### config.mk
export PLATFORM = sky130hd
export DESIGN_NAME = highpass_mode_crossfade
export DESIGN_NICKNAME = d
export VERILOG_FILES = /design/src/sv/hmx_pkg.sv /design/src/sv/hmx_regs.sv /design/src/sv/hmx_mul.sv /design/src/sv/highpass_mode_crossfade.sv
export SDC_FILE = /design/constraint.sdc
export NUM_CORES = 2
export LEC_CHECK = 0
export BUFFER_PORTS_ARGS = -buffer_cell sky130_fd_sc_hd__buf_2
export CORE_ASPECT_RATIO = 1.1
export CORE_MARGIN = 4
export CORE_UTILIZATION = 55
export CTS_BUF_LIST = sky130_fd_sc_hd__clkbuf_4
export CTS_CLUSTER_SIZE = 10
export DETAILED_ROUTE_END_ITERATION = 6
export GPL_TIMING_DRIVEN = 0
export PLACE_DENSITY = 0.71
export REMOVE_ABC_BUFFERS = 1
export SETUP_SLACK_MARGIN = 0.15
export SYNTH_ARGS = -nofsm -noshare
export SYNTH_HDL_FRONTEND = slang
export SYNTH_SLANG_ARGS = --single-unit
### constraint.sdc
create_clock -name clk_i -period 19.9 [get_ports clk_i]
set_input_delay 1.99 -clock clk_i [delete_from_list [all_inputs] [get_ports clk_i]]
set_output_delay 1.99 -clock clk_i [all_outputs]
set_load 0.02 [all_outputs]
### src/sv/hmx_pkg.sv
// Shared types, constants and saturation helpers for the high-pass crossfade block.
package hmx_pkg;

  localparam int SAMPLE_W = 24;
  localparam int COEF_W   = 32;
  localparam int ST_W     = 48;
  localparam int EXT_W    = 52;
  localparam int ACC_W    = 80;
  localparam int OPA_W    = 33;
  localparam int OPB_W    = 25;
  localparam int MIX_W    = 25;
  localparam int ADDR_W   = 5;

  localparam logic [MIX_W-1:0] MIX_ONE = 25'h100_0000;

  // Mode codes
  localparam logic [1:0] MODE_OFF  = 2'd0;
  localparam logic [1:0] MODE_LOW  = 2'd1;
  localparam logic [1:0] MODE_HIGH = 2'd2;
  localparam logic [1:0] MODE_BAD  = 2'd3;

  // Register indexes
  localparam logic [2:0] REG_LOW_B0  = 3'd0;
  localparam logic [2:0] REG_LOW_A1  = 3'd1;
  localparam logic [2:0] REG_LOW_A2  = 3'd2;
  localparam logic [2:0] REG_HIGH_B0 = 3'd3;
  localparam logic [2:0] REG_HIGH_A1 = 3'd4;
  localparam logic [2:0] REG_HIGH_A2 = 3'd5;
  localparam logic [2:0] REG_FADE    = 3'd6;

  typedef struct packed {
    logic signed [COEF_W-1:0] b0;
    logic signed [COEF_W-1:0] a1;
    logic signed [COEF_W-1:0] a2;
  } coef_t;

  typedef struct packed {
    coef_t             low;
    coef_t             high;
    logic [MIX_W-1:0]  fade_step;
  } cfg_t;

  typedef struct packed {
    logic en;
    logic clear;
    logic hi;
  } mul_ctl_t;

  typedef enum logic [2:0] {
    S_IDLE, S_PATH, S_LO, S_HI, S_MIX, S_MIXR, S_OUT
  } state_e;

  typedef enum logic [1:0] {
    TERM_B0, TERM_A1, TERM_A2
  } term_e;

  function automatic logic signed [ST_W-1:0] sat48(input logic signed [EXT_W-1:0] v);
    logic signed [EXT_W-1:0] hi;
    logic signed [EXT_W-1:0] lo;
    hi = 52'sh0_7FFF_FFFF_FFFF;
    lo = -52'sh0_8000_0000_0000;
    if (v > hi) sat48 = hi[ST_W-1:0];
    else if (v < lo) sat48 = lo[ST_W-1:0];
    else sat48 = v[ST_W-1:0];
  endfunction

  function automatic logic signed [SAMPLE_W-1:0] clamp24(input logic signed [EXT_W-1:0] v);
    logic signed [EXT_W-1:0] hi;
    logic signed [EXT_W-1:0] lo;
    hi = 52'sd8388607;
    lo = -52'sd8388608;
    if (v > hi) clamp24 = hi[SAMPLE_W-1:0];
    else if (v < lo) clamp24 = lo[SAMPLE_W-1:0];
    else clamp24 = v[SAMPLE_W-1:0];
  endfunction

endpackage

### src/sv/hmx_regs.sv
// APB configuration registers: coefficient sets and fade step.
module hmx_regs (
  input  logic                       clk_i,
  input  logic                       rst_ni,
  input  logic                       psel,
  input  logic                       penable,
  input  logic                       pwrite,
  input  logic [hmx_pkg::ADDR_W-1:0] paddr,
  input  logic [31:0]                pwdata,
  output logic [31:0]                prdata,
  output logic                       pready,
  output hmx_pkg::cfg_t              cfg_o
);
  import hmx_pkg::*;

  cfg_t       cfg_q;
  logic [2:0] idx;
  logic       wr;

  assign idx    = paddr[ADDR_W-1:2];
  assign wr     = psel && penable && pwrite;
  assign pready = 1'b1;
  assign cfg_o  = cfg_q;

  // register writes
  always_ff @(posedge clk_i or negedge rst_ni) begin
    if (!rst_ni) begin
      cfg_q.low.b0    <= 32'sd1065820800;
      cfg_q.low.a1    <= -32'sd2131582848;
      cfg_q.low.a2    <= 32'sd1057956800;
      cfg_q.high.b0   <= 32'sd1059917800;
      cfg_q.high.a1   <= -32'sd2119656648;
      cfg_q.high.a2   <= 32'sd1046271200;
      cfg_q.fade_step <= 25'd17476;
    end else if (wr) begin
      unique case (idx)
        REG_LOW_B0:  cfg_q.low.b0    <= pwdata;
        REG_LOW_A1:  cfg_q.low.a1    <= pwdata;
        REG_LOW_A2:  cfg_q.low.a2    <= pwdata;
        REG_HIGH_B0: cfg_q.high.b0   <= pwdata;
        REG_HIGH_A1: cfg_q.high.a1   <= pwdata;
        REG_HIGH_A2: cfg_q.high.a2   <= pwdata;
        REG_FADE:    cfg_q.fade_step <= pwdata[MIX_W-1:0];
        default: ;
      endcase
    end
  end

  // read mux
  always_comb begin
    unique case (idx)
      REG_LOW_B0:  prdata = cfg_q.low.b0;
      REG_LOW_A1:  prdata = cfg_q.low.a1;
      REG_LOW_A2:  prdata = cfg_q.low.a2;
      REG_HIGH_B0: prdata = cfg_q.high.b0;
      REG_HIGH_A1: prdata = cfg_q.high.a1;
      REG_HIGH_A2: prdata = cfg_q.high.a2;
      REG_FADE:    prdata = {7'd0, cfg_q.fade_step};
      default:     prdata = 32'd0;
    endcase
  end
endmodule

### src/sv/hmx_mul.sv
// Shared 33x25 signed multiplier with an 80-bit accumulator for split operands.
module hmx_mul (
  input  logic                             clk_i,
  input  hmx_pkg::mul_ctl_t                ctl_i,
  input  logic signed [hmx_pkg::OPA_W-1:0] op_a_i,
  input  logic signed [hmx_pkg::OPB_W-1:0] op_b_i,
  output logic signed [hmx_pkg::ACC_W-1:0] acc_o
);
  import hmx_pkg::*;

  logic signed [OPA_W+OPB_W-1:0] prod;
  logic signed [ACC_W-1:0]       prod_x;
  logic signed [ACC_W-1:0]       acc_d;
  logic signed [ACC_W-1:0]       acc_q;

  // high half of the data operand is weighted by 2^24
  assign prod   = op_a_i * op_b_i;
  assign prod_x = ctl_i.hi ? (ACC_W'(prod) <<< 24) : ACC_W'(prod);
  assign acc_d  = (ctl_i.clear ? '0 : acc_q) + prod_x;
  // while enabled the sum includes this cycle's product, else the held value
  assign acc_o  = ctl_i.en ? acc_d : acc_q;

  always_ff @(posedge clk_i) begin
    if (ctl_i.en) begin
      acc_q <= acc_d;
    end
  end
endmodule

### src/sv/highpass_mode_crossfade.sv
// Top level: switchable two-section high-pass with linear crossfade between modes.
//
// Each sample runs through one shared multiplier under a small sequencer. A filter
// product is split into low and high halves of the 48-bit operand, three products
// per biquad section and two sections per path. During a crossfade both paths run and
// a mix multiply follows. A mode request transaction is taken while the block is idle
// and returns no result. The input is not ready while a sample is being worked on.
module highpass_mode_crossfade (
  input  logic                                clk_i,
  input  logic                                rst_ni,
  input  logic                                psel,
  input  logic                                penable,
  input  logic                                pwrite,
  input  logic [hmx_pkg::ADDR_W-1:0]          paddr,
  input  logic [31:0]                         pwdata,
  output logic [31:0]                         prdata,
  output logic                                pready,
  input  logic                                in_valid_i,
  output logic                                in_ready_o,
  input  logic                                operation_i,
  input  logic signed [hmx_pkg::SAMPLE_W-1:0] sample_in_i,
  input  logic [1:0]                          mode_request_i,
  output logic                                out_valid_o,
  input  logic                                out_ready_i,
  output logic signed [hmx_pkg::SAMPLE_W-1:0] sample_out_o,
  output logic                                in_transition_o
);
  import hmx_pkg::*;

  cfg_t     cfg;
  mul_ctl_t mctl;
  logic signed [OPA_W-1:0] op_a;
  logic signed [OPB_W-1:0] op_b;
  logic signed [ACC_W-1:0] acc;

  state_e state_q, state_d;
  term_e  term_q;
  logic   path_q, sec_q;
  logic [1:0] active_q, pending_q;
  logic   fading_q;
  logic [MIX_W-1:0] mix_q;
  logic signed [ST_W-1:0] st_q [2][4];
  logic signed [SAMPLE_W-1:0] x_q, ya_q, yb_q, res_q, out_q;
  logic trans_q, out_tr_q, out_valid_q;
  logic signed [ST_W-1:0] v_q, bx_q, y_q;

  logic accept;
  logic [1:0] path_mode;
  logic filt;
  coef_t cs;
  logic signed [COEF_W-1:0] coef;
  logic signed [ST_W-1:0] vop, st_rd, p48, y_new, s0_new, s1_new;
  logic [1:0] rd_idx, wr_idx;
  logic path_done;
  logic signed [SAMPLE_W-1:0] path_val, rnd, mixed;
  logic signed [EXT_W-1:0] mix_t;
  logic signed [ACC_W-1:0] acc_r;
  logic [MIX_W-1:0] step_eff;
  logic [MIX_W:0] mix_sum;
  logic out_free;

  hmx_regs u_regs (
    .clk_i, .rst_ni, .psel, .penable, .pwrite, .paddr, .pwdata, .prdata, .pready,
    .cfg_o(cfg)
  );

  hmx_mul u_mul (.clk_i, .ctl_i(mctl), .op_a_i(op_a), .op_b_i(op_b), .acc_o(acc));

  assign in_ready_o      = (state_q == S_IDLE);
  assign accept          = in_valid_i && in_ready_o;
  assign out_valid_o     = out_valid_q;
  assign sample_out_o    = out_q;
  assign in_transition_o = out_tr_q;
  assign out_free        = !out_valid_q || out_ready_i;

  // coefficient and operand selection
  assign path_mode = path_q ? pending_q : active_q;
  assign filt      = (path_mode == MODE_LOW) || (path_mode == MODE_HIGH);
  assign cs        = (path_mode == MODE_LOW) ? cfg.low : cfg.high;
  always_comb begin
    unique case (term_q)
      TERM_B0: coef = cs.b0;
      TERM_A1: coef = cs.a1;
      default: coef = cs.a2;
    endcase
  end
  assign vop = (term_q == TERM_B0) ? v_q : y_q;

  // multiplier control
  always_comb begin
    mctl = '0;
    op_a = OPA_W'(coef);
    op_b = {1'b0, vop[23:0]};
    unique case (state_q)
      S_LO: begin
        mctl.en    = 1'b1;
        mctl.clear = 1'b1;
      end
      S_HI: begin
        mctl.en = 1'b1;
        mctl.hi = 1'b1;
        op_b    = OPB_W'($signed(vop[ST_W-1:24]));
      end
      S_MIX: begin
        mctl.en    = 1'b1;
        mctl.clear = 1'b1;
        op_a       = OPA_W'({1'b0, mix_q});
        op_b       = OPB_W'(yb_q) - OPB_W'(ya_q);
      end
      default: ;
    endcase
  end

  // section arithmetic
  assign rd_idx = {sec_q, term_q == TERM_A1};
  assign wr_idx = {sec_q, term_q == TERM_A2};
  assign st_rd  = st_q[path_q][rd_idx];
  assign p48    = sat48(EXT_W'($signed(acc[ACC_W-1:30])));
  assign y_new  = sat48(EXT_W'(p48) + EXT_W'(st_rd));
  assign s0_new = sat48(-(EXT_W'(bx_q) <<< 1) - EXT_W'(p48) + EXT_W'(st_rd));
  assign s1_new = sat48(EXT_W'(bx_q) - EXT_W'(p48));
  assign rnd    = clamp24((EXT_W'(y_q) + 52'sd32768) >>> 16);

  // crossfade: a + floor((m*(b-a) + 2^23) / 2^24)
  assign acc_r = acc + 80'sd8388608;
  assign mix_t = EXT_W'(ya_q) + $signed(acc_r[75:24]);
  assign mixed = clamp24(mix_t);

  assign step_eff = (cfg.fade_step == '0) ? MIX_W'(1) : cfg.fade_step;
  assign mix_sum  = {1'b0, mix_q} + {1'b0, step_eff};

  // end of a path: bypassed or after the second section
  always_comb begin
    path_done = 1'b0;
    path_val  = rnd;
    if (state_q == S_PATH && !filt) begin
      path_done = 1'b1;
      path_val  = x_q;
    end else if (state_q == S_HI && term_q == TERM_A2 && sec_q) begin
      path_done = 1'b1;
    end
  end

  // next state
  always_comb begin
    state_d = state_q;
    unique case (state_q)
      S_IDLE: if (accept && !operation_i) state_d = S_PATH;
      S_PATH: if (filt) state_d = S_LO;
      S_LO:   state_d = S_HI;
      S_HI:   if (!path_done) state_d = S_LO;
      S_MIX:  state_d = S_MIXR;
      S_MIXR: state_d = S_OUT;
      S_OUT:  if (out_free) state_d = S_IDLE;
      default: state_d = S_IDLE;
    endcase
    if (path_done) begin
      if (path_q) state_d = S_MIX;
      else if (fading_q) state_d = S_PATH;
      else state_d = S_OUT;
    end
  end

  always_ff @(posedge clk_i or negedge rst_ni) begin
    if (!rst_ni) state_q <= S_IDLE;
    else state_q <= state_d;
  end

  // control state and filter delays
  always_ff @(posedge clk_i or negedge rst_ni) begin
    if (!rst_ni) begin
      active_q    <= MODE_OFF;
      pending_q   <= MODE_OFF;
      fading_q    <= 1'b0;
      mix_q       <= '0;
      path_q      <= 1'b0;
      sec_q       <= 1'b0;
      term_q      <= TERM_B0;
      out_valid_q <= 1'b0;
      for (int p = 0; p < 2; p++) begin
        for (int i = 0; i < 4; i++) st_q[p][i] <= '0;
      end
    end else begin
      unique case (state_q)
        S_IDLE: begin
          if (accept && operation_i) begin
            if (mode_request_i != MODE_BAD && mode_request_i != active_q) begin
              pending_q <= mode_request_i;
              fading_q  <= 1'b1;
              mix_q     <= '0;
              for (int i = 0; i < 4; i++) st_q[1][i] <= '0;
            end
          end else if (accept) begin
            path_q <= 1'b0;
            if (fading_q) mix_q <= (mix_sum > {1'b0, MIX_ONE}) ? MIX_ONE : mix_sum[MIX_W-1:0];
          end
        end
        S_PATH: begin
          sec_q  <= 1'b0;
          term_q <= TERM_B0;
        end
        S_HI: begin
          unique case (term_q)
            TERM_B0: term_q <= TERM_A1;
            TERM_A1: begin
              st_q[path_q][wr_idx] <= s0_new;
              term_q <= TERM_A2;
            end
            default: begin
              st_q[path_q][wr_idx] <= s1_new;
              term_q <= TERM_B0;
              sec_q  <= 1'b1;
            end
          endcase
        end
        S_MIXR: begin
          if (mix_q == MIX_ONE) begin
            for (int i = 0; i < 4; i++) st_q[0][i] <= '0;
            active_q <= pending_q;
            fading_q <= 1'b0;
            mix_q    <= '0;
          end
        end
        default: ;
      endcase
      // result valid: set on a new result, cleared when taken
      if (state_q == S_OUT && out_free) out_valid_q <= 1'b1;
      else if (out_valid_q && out_ready_i) out_valid_q <= 1'b0;
      if (path_done && !path_q && fading_q) path_q <= 1'b1;
    end
  end

  // sample datapath
  always_ff @(posedge clk_i) begin
    if (accept) x_q <= sample_in_i;
    if (state_q == S_PATH && filt) v_q <= {{8{x_q[SAMPLE_W-1]}}, x_q, 16'd0};
    if (state_q == S_HI) begin
      if (term_q == TERM_B0) begin
        bx_q <= p48;
        y_q  <= y_new;
      end
      if (term_q == TERM_A2 && !sec_q) v_q <= y_q;
    end
    if (path_done) begin
      if (path_q) yb_q <= path_val;
      else begin
        ya_q    <= path_val;
        res_q   <= path_val;
        trans_q <= 1'b0;
      end
    end
    if (state_q == S_MIXR) begin
      res_q   <= mixed;
      trans_q <= (mix_q != MIX_ONE);
    end
    if (state_q == S_OUT && out_free) begin
      out_q    <= res_q;
      out_tr_q <= trans_q;
    end
  end

  // checks
  a_mix_idle: assert property (@(posedge clk_i) disable iff (!rst_ni)
    !fading_q |-> mix_q == '0) else $error("mix level nonzero outside a fade");
  a_mix_max: assert property (@(posedge clk_i) disable iff (!rst_ni)
    mix_q <= MIX_ONE) else $error("mix level above one");
  a_pend_ok: assert property (@(posedge clk_i) disable iff (!rst_ni)
    fading_q |-> pending_q != MODE_BAD) else $error("fade toward undefined mode");
  a_busy: assert property (@(posedge clk_i) disable iff (!rst_ni)
    (state_q == S_LO) |=> (state_q == S_HI)) else $error("split multiply broken");
endmodule

==> key figures <==
Logic synthesis
  – Synth Area in Compound Gates: between 15 and 20%
  – XOR/XNOR Fraction of Synth Area: roughly 3.3%
  – Largest cells by area after synthesis: fa_1 18%, dfrtp_1 14%, edfxtp_1 7.6%
  – Syn Inst Count: 10300
  – Seq/Total Area, Yosys: 26.6%
  – Synth top area share: a little under a fifth
  – Main synth FF type: dfrtp_1
  – Yosys reg bits: about 990
  – Post-synthesis simple-gate area fraction: 14.5%
  – Syn avg cell area: 9.26 µm²
  – Synth area leader: fa_1
  – Ys async rst share: 64.9%
  – Number of synthesized flops with an enable pin: 241
  – Mux share of post-synthesis cell area: 8.31%
  – Library cells used by synthesis: 118
  – Mapped cell area: 95800 µm²
  – Synth warn: 0
  – Adder-Cell Fraction of Synth Area: about a quarter
  – Largest family of logic cells by synthesized area: adder cells

GRT
  – Largest net degree at the start of global routing: 123
  – Initial antenna violation count: 11
  – GRT overflow: 0
  – Number of global-route vias before repair: 83000
  – GRT Resource Usage Total: 35.9%
  – Global-route wire length before repair: 497000 µm

Worst setup path
  – Arr. time, crit path: 20.53 ns
  – Worst path slowest cell: fa_1
  – CP Buf/Inv Count: 11
  – Top delay family on crit path: compound AO/OA/AOI/OAI gates
  – Startpoint Class: register
  – Max incr delay on CP: 0.58 ns
  – Setup Crit Path Kind: reg2reg
  – Crit path max fanout: 15
  – Type of destination of the critical path: register
  – Most frequent CP cell: fa_1
  – WP data required: about 21 ns

Placement
  – Hpwl dp: 247000 µm
  – Dpl cells: 12300
  – Port Buffers: 127
  – GP Congestion: 0.992

Timing
  – Worst slew pin tran: between 1.5 and 2 ns
  – Final period util: 96.9%
  – Max Slew Vio Count: 25
  – Max_slew headroom: -9.54%
  – Max frequency: 51.9 MHz
  – Tmin final: a little under 20 ns
  – RSZ-0062 raised after global routing: true
  – # setup viols final: 0
  – Clock Skews: 0.115 ns
  – Hold Fails Final Rpt: 0
  – Final TNS setup: 0 ns

Floorplanning
  – Row count: between 150 and 200
  – Core ar.: around 170000 µm²
  – I/O pins: around 130
  – Die ar.: 181000 µm²
  – Die X-Extent: just over 400 µm
  – Die Y: 446 µm
  – Initial Utilization: about 55%

Finish
  – Most frequent cells in the layout: 1230 x nand2_1, 1045 x inv_1, 874 x fa_1, 663 x o21ai_0, 598 x nor2_1
  – Layout Utilization: 61.5%
  – Layout Area Growth over Synthesis: 11.0%
  – Non-Filler Instances: 12900
  – Layout cells sized above 1: between 10% and 20%
  – Most common cell after layout, fill and taps aside: nand2_1
  – Layout Nets: 11900

Clocking
  – CTS clk-pin slew, worst paths: 0.07 ns
  – H-tree levels: 5
  – Clock root cell: clkbuf_4
  – TritonCTS clock tree: built
  – Clk sinks: around 990
  – Cts bufs inserted: 297
  – Clock Latency Late Sink: roughly 1.4 ns
  – Max Buffers Root-to-Sink: 4

Drt
  – Final wirelength: approximately 330000 µm
  – Detailed-route DRC error count: 0
  – DR iter-0 viols: 7592
  – Vias: around 82000
  – Final antenna-violating net count: 0
  – Drt pass-1 iters: 7
  – Vias/cell: roughly 6.3
  – Routed WL per cell: 25.2 µm

Hold path
  – Worst min-delay path category: reg2reg

Status
  – Status: complete, but fails checks
  – Failing checks: max-capacitance violations, max-slew violations

Run
  – Max-cap violation count: 2
-- final cells by class --
| class | instances | area (µm²) |
|---|---|---|
| clock buffers | 442 | 3320 |
| inverters | 1050 | 3980 |
| fillers | 14700 | 66700 |
| diodes | 14 | 35.0 |
| multi-input cells | 7745 | 66300 |
| repair inverters | 1 | 7.51 |
| well taps | 2268 | 2840 |
| repair buffers | 359 | 4010 |
| clock inverters | 59 | 317 |
| flip-flops and latches | 985 | 25500 |
-- synthesized netlist by cell type (132+ instances only) --
library cell and n:
o21ai_0 733, dfrtp_1 551, fa_1 880, mux2_2 279, nand3_1 333, mux4_2 132
nor2b_1 157, ha_1 487, clkbuf_1 482, a21o_1 221, inv_1 1048, xnor2_1 247
nor2_1 629, mux2i_1 184, a21oi_1 538, edfxtp_1 241, nand2_1 1244
-- metal layers --
| metal | GRT usage (%) | vias up | part of all wire, % |
|---|---|---|---|
| li1 | - | 36000 | - |
| met1 | 44.7 | 40700 | 37 |
| met2 | 56.9 | 3968 | 46 |
| met3 | 7.82 | 1028 | 8.8 |
| met4 | 22.8 | 4 | 7.7 |
| met5 | 0 | - | 0.0086 |
-- through the flow --
stage | hold WS [ns] | setup WS (ns) | instance area [µm²]
after detailed placement | 0.406 | -4.96 | 100000
final | 0.416 | 0.623 | 106000
after global routing | 0.421 | 0.0203 | 106000
after floorplan | 0.400 | -8.10 | 93500
after global placement | 0.407 | -26.93 | 97000
after CTS | 0.383 | 0.136 | 105000
-- kinds of logic (layout without fill, tap and decap cells) --
kind of cell / count (synthesis) / after routing
AO/OA/AOI/OAI: 2387 / 2394
XOR/XNOR: 364 / 364
adder cells (fa/ha/maj): 1381 / 1381
buffers and inverters: 1624 / 1911
flip-flops: 985 / 985
multiplexers: 595 / 595
other: 1 / 15
AND/OR/NAND/NOR: 3004 / 3010
-- state kept, by name (all words and copies together), names as in the netlist, 3 cells and up --
register,cells
sample_out_o,24
u_mul.acc_q,80
v_q,48
x_q,24
yb_q,24
res_q,24
ya_q,24
y_q,48
u_regs.cfg_o,217
bx_q,48
state_q,3
mix_q,25
st_q,384
-- what timing repair did --
action | in CTS | in global routing
cloned | 13 | 5
hold endpoints to repair | 0 | 0
setup endpoints to repair | 456 | 456
pin swaps | 29 | 53
setup buffers | 51 | 43
resized for setup | 185 | 181
hold buffers | 0 | 0
-- worst paths after layout --
| path | from | endpoint | cells after the start | slack, ns |
|---|---|---|---|---|
| max in group asynchronous | rst_ni | u_regs.cfg_o[194] | 4 | 17.20 |
| worst max-delay path | ya_q[0] | st_q[56] | 79 | 0.62 |
| min in group asynchronous | rst_ni | st_q[36] | 1 | 0.63 |
| worst max register to register | ya_q[0] | st_q[56] | 79 | 0.62 |
| worst min-delay path | trans_q | in_transition_o | 0 | 0.42 |
| worst min register to register | trans_q | in_transition_o | 0 | 0.42 |
Power is left out: the tool's default activity adds up to more than one toggle a clock period on the data nets, which glitch-free logic cannot reach.
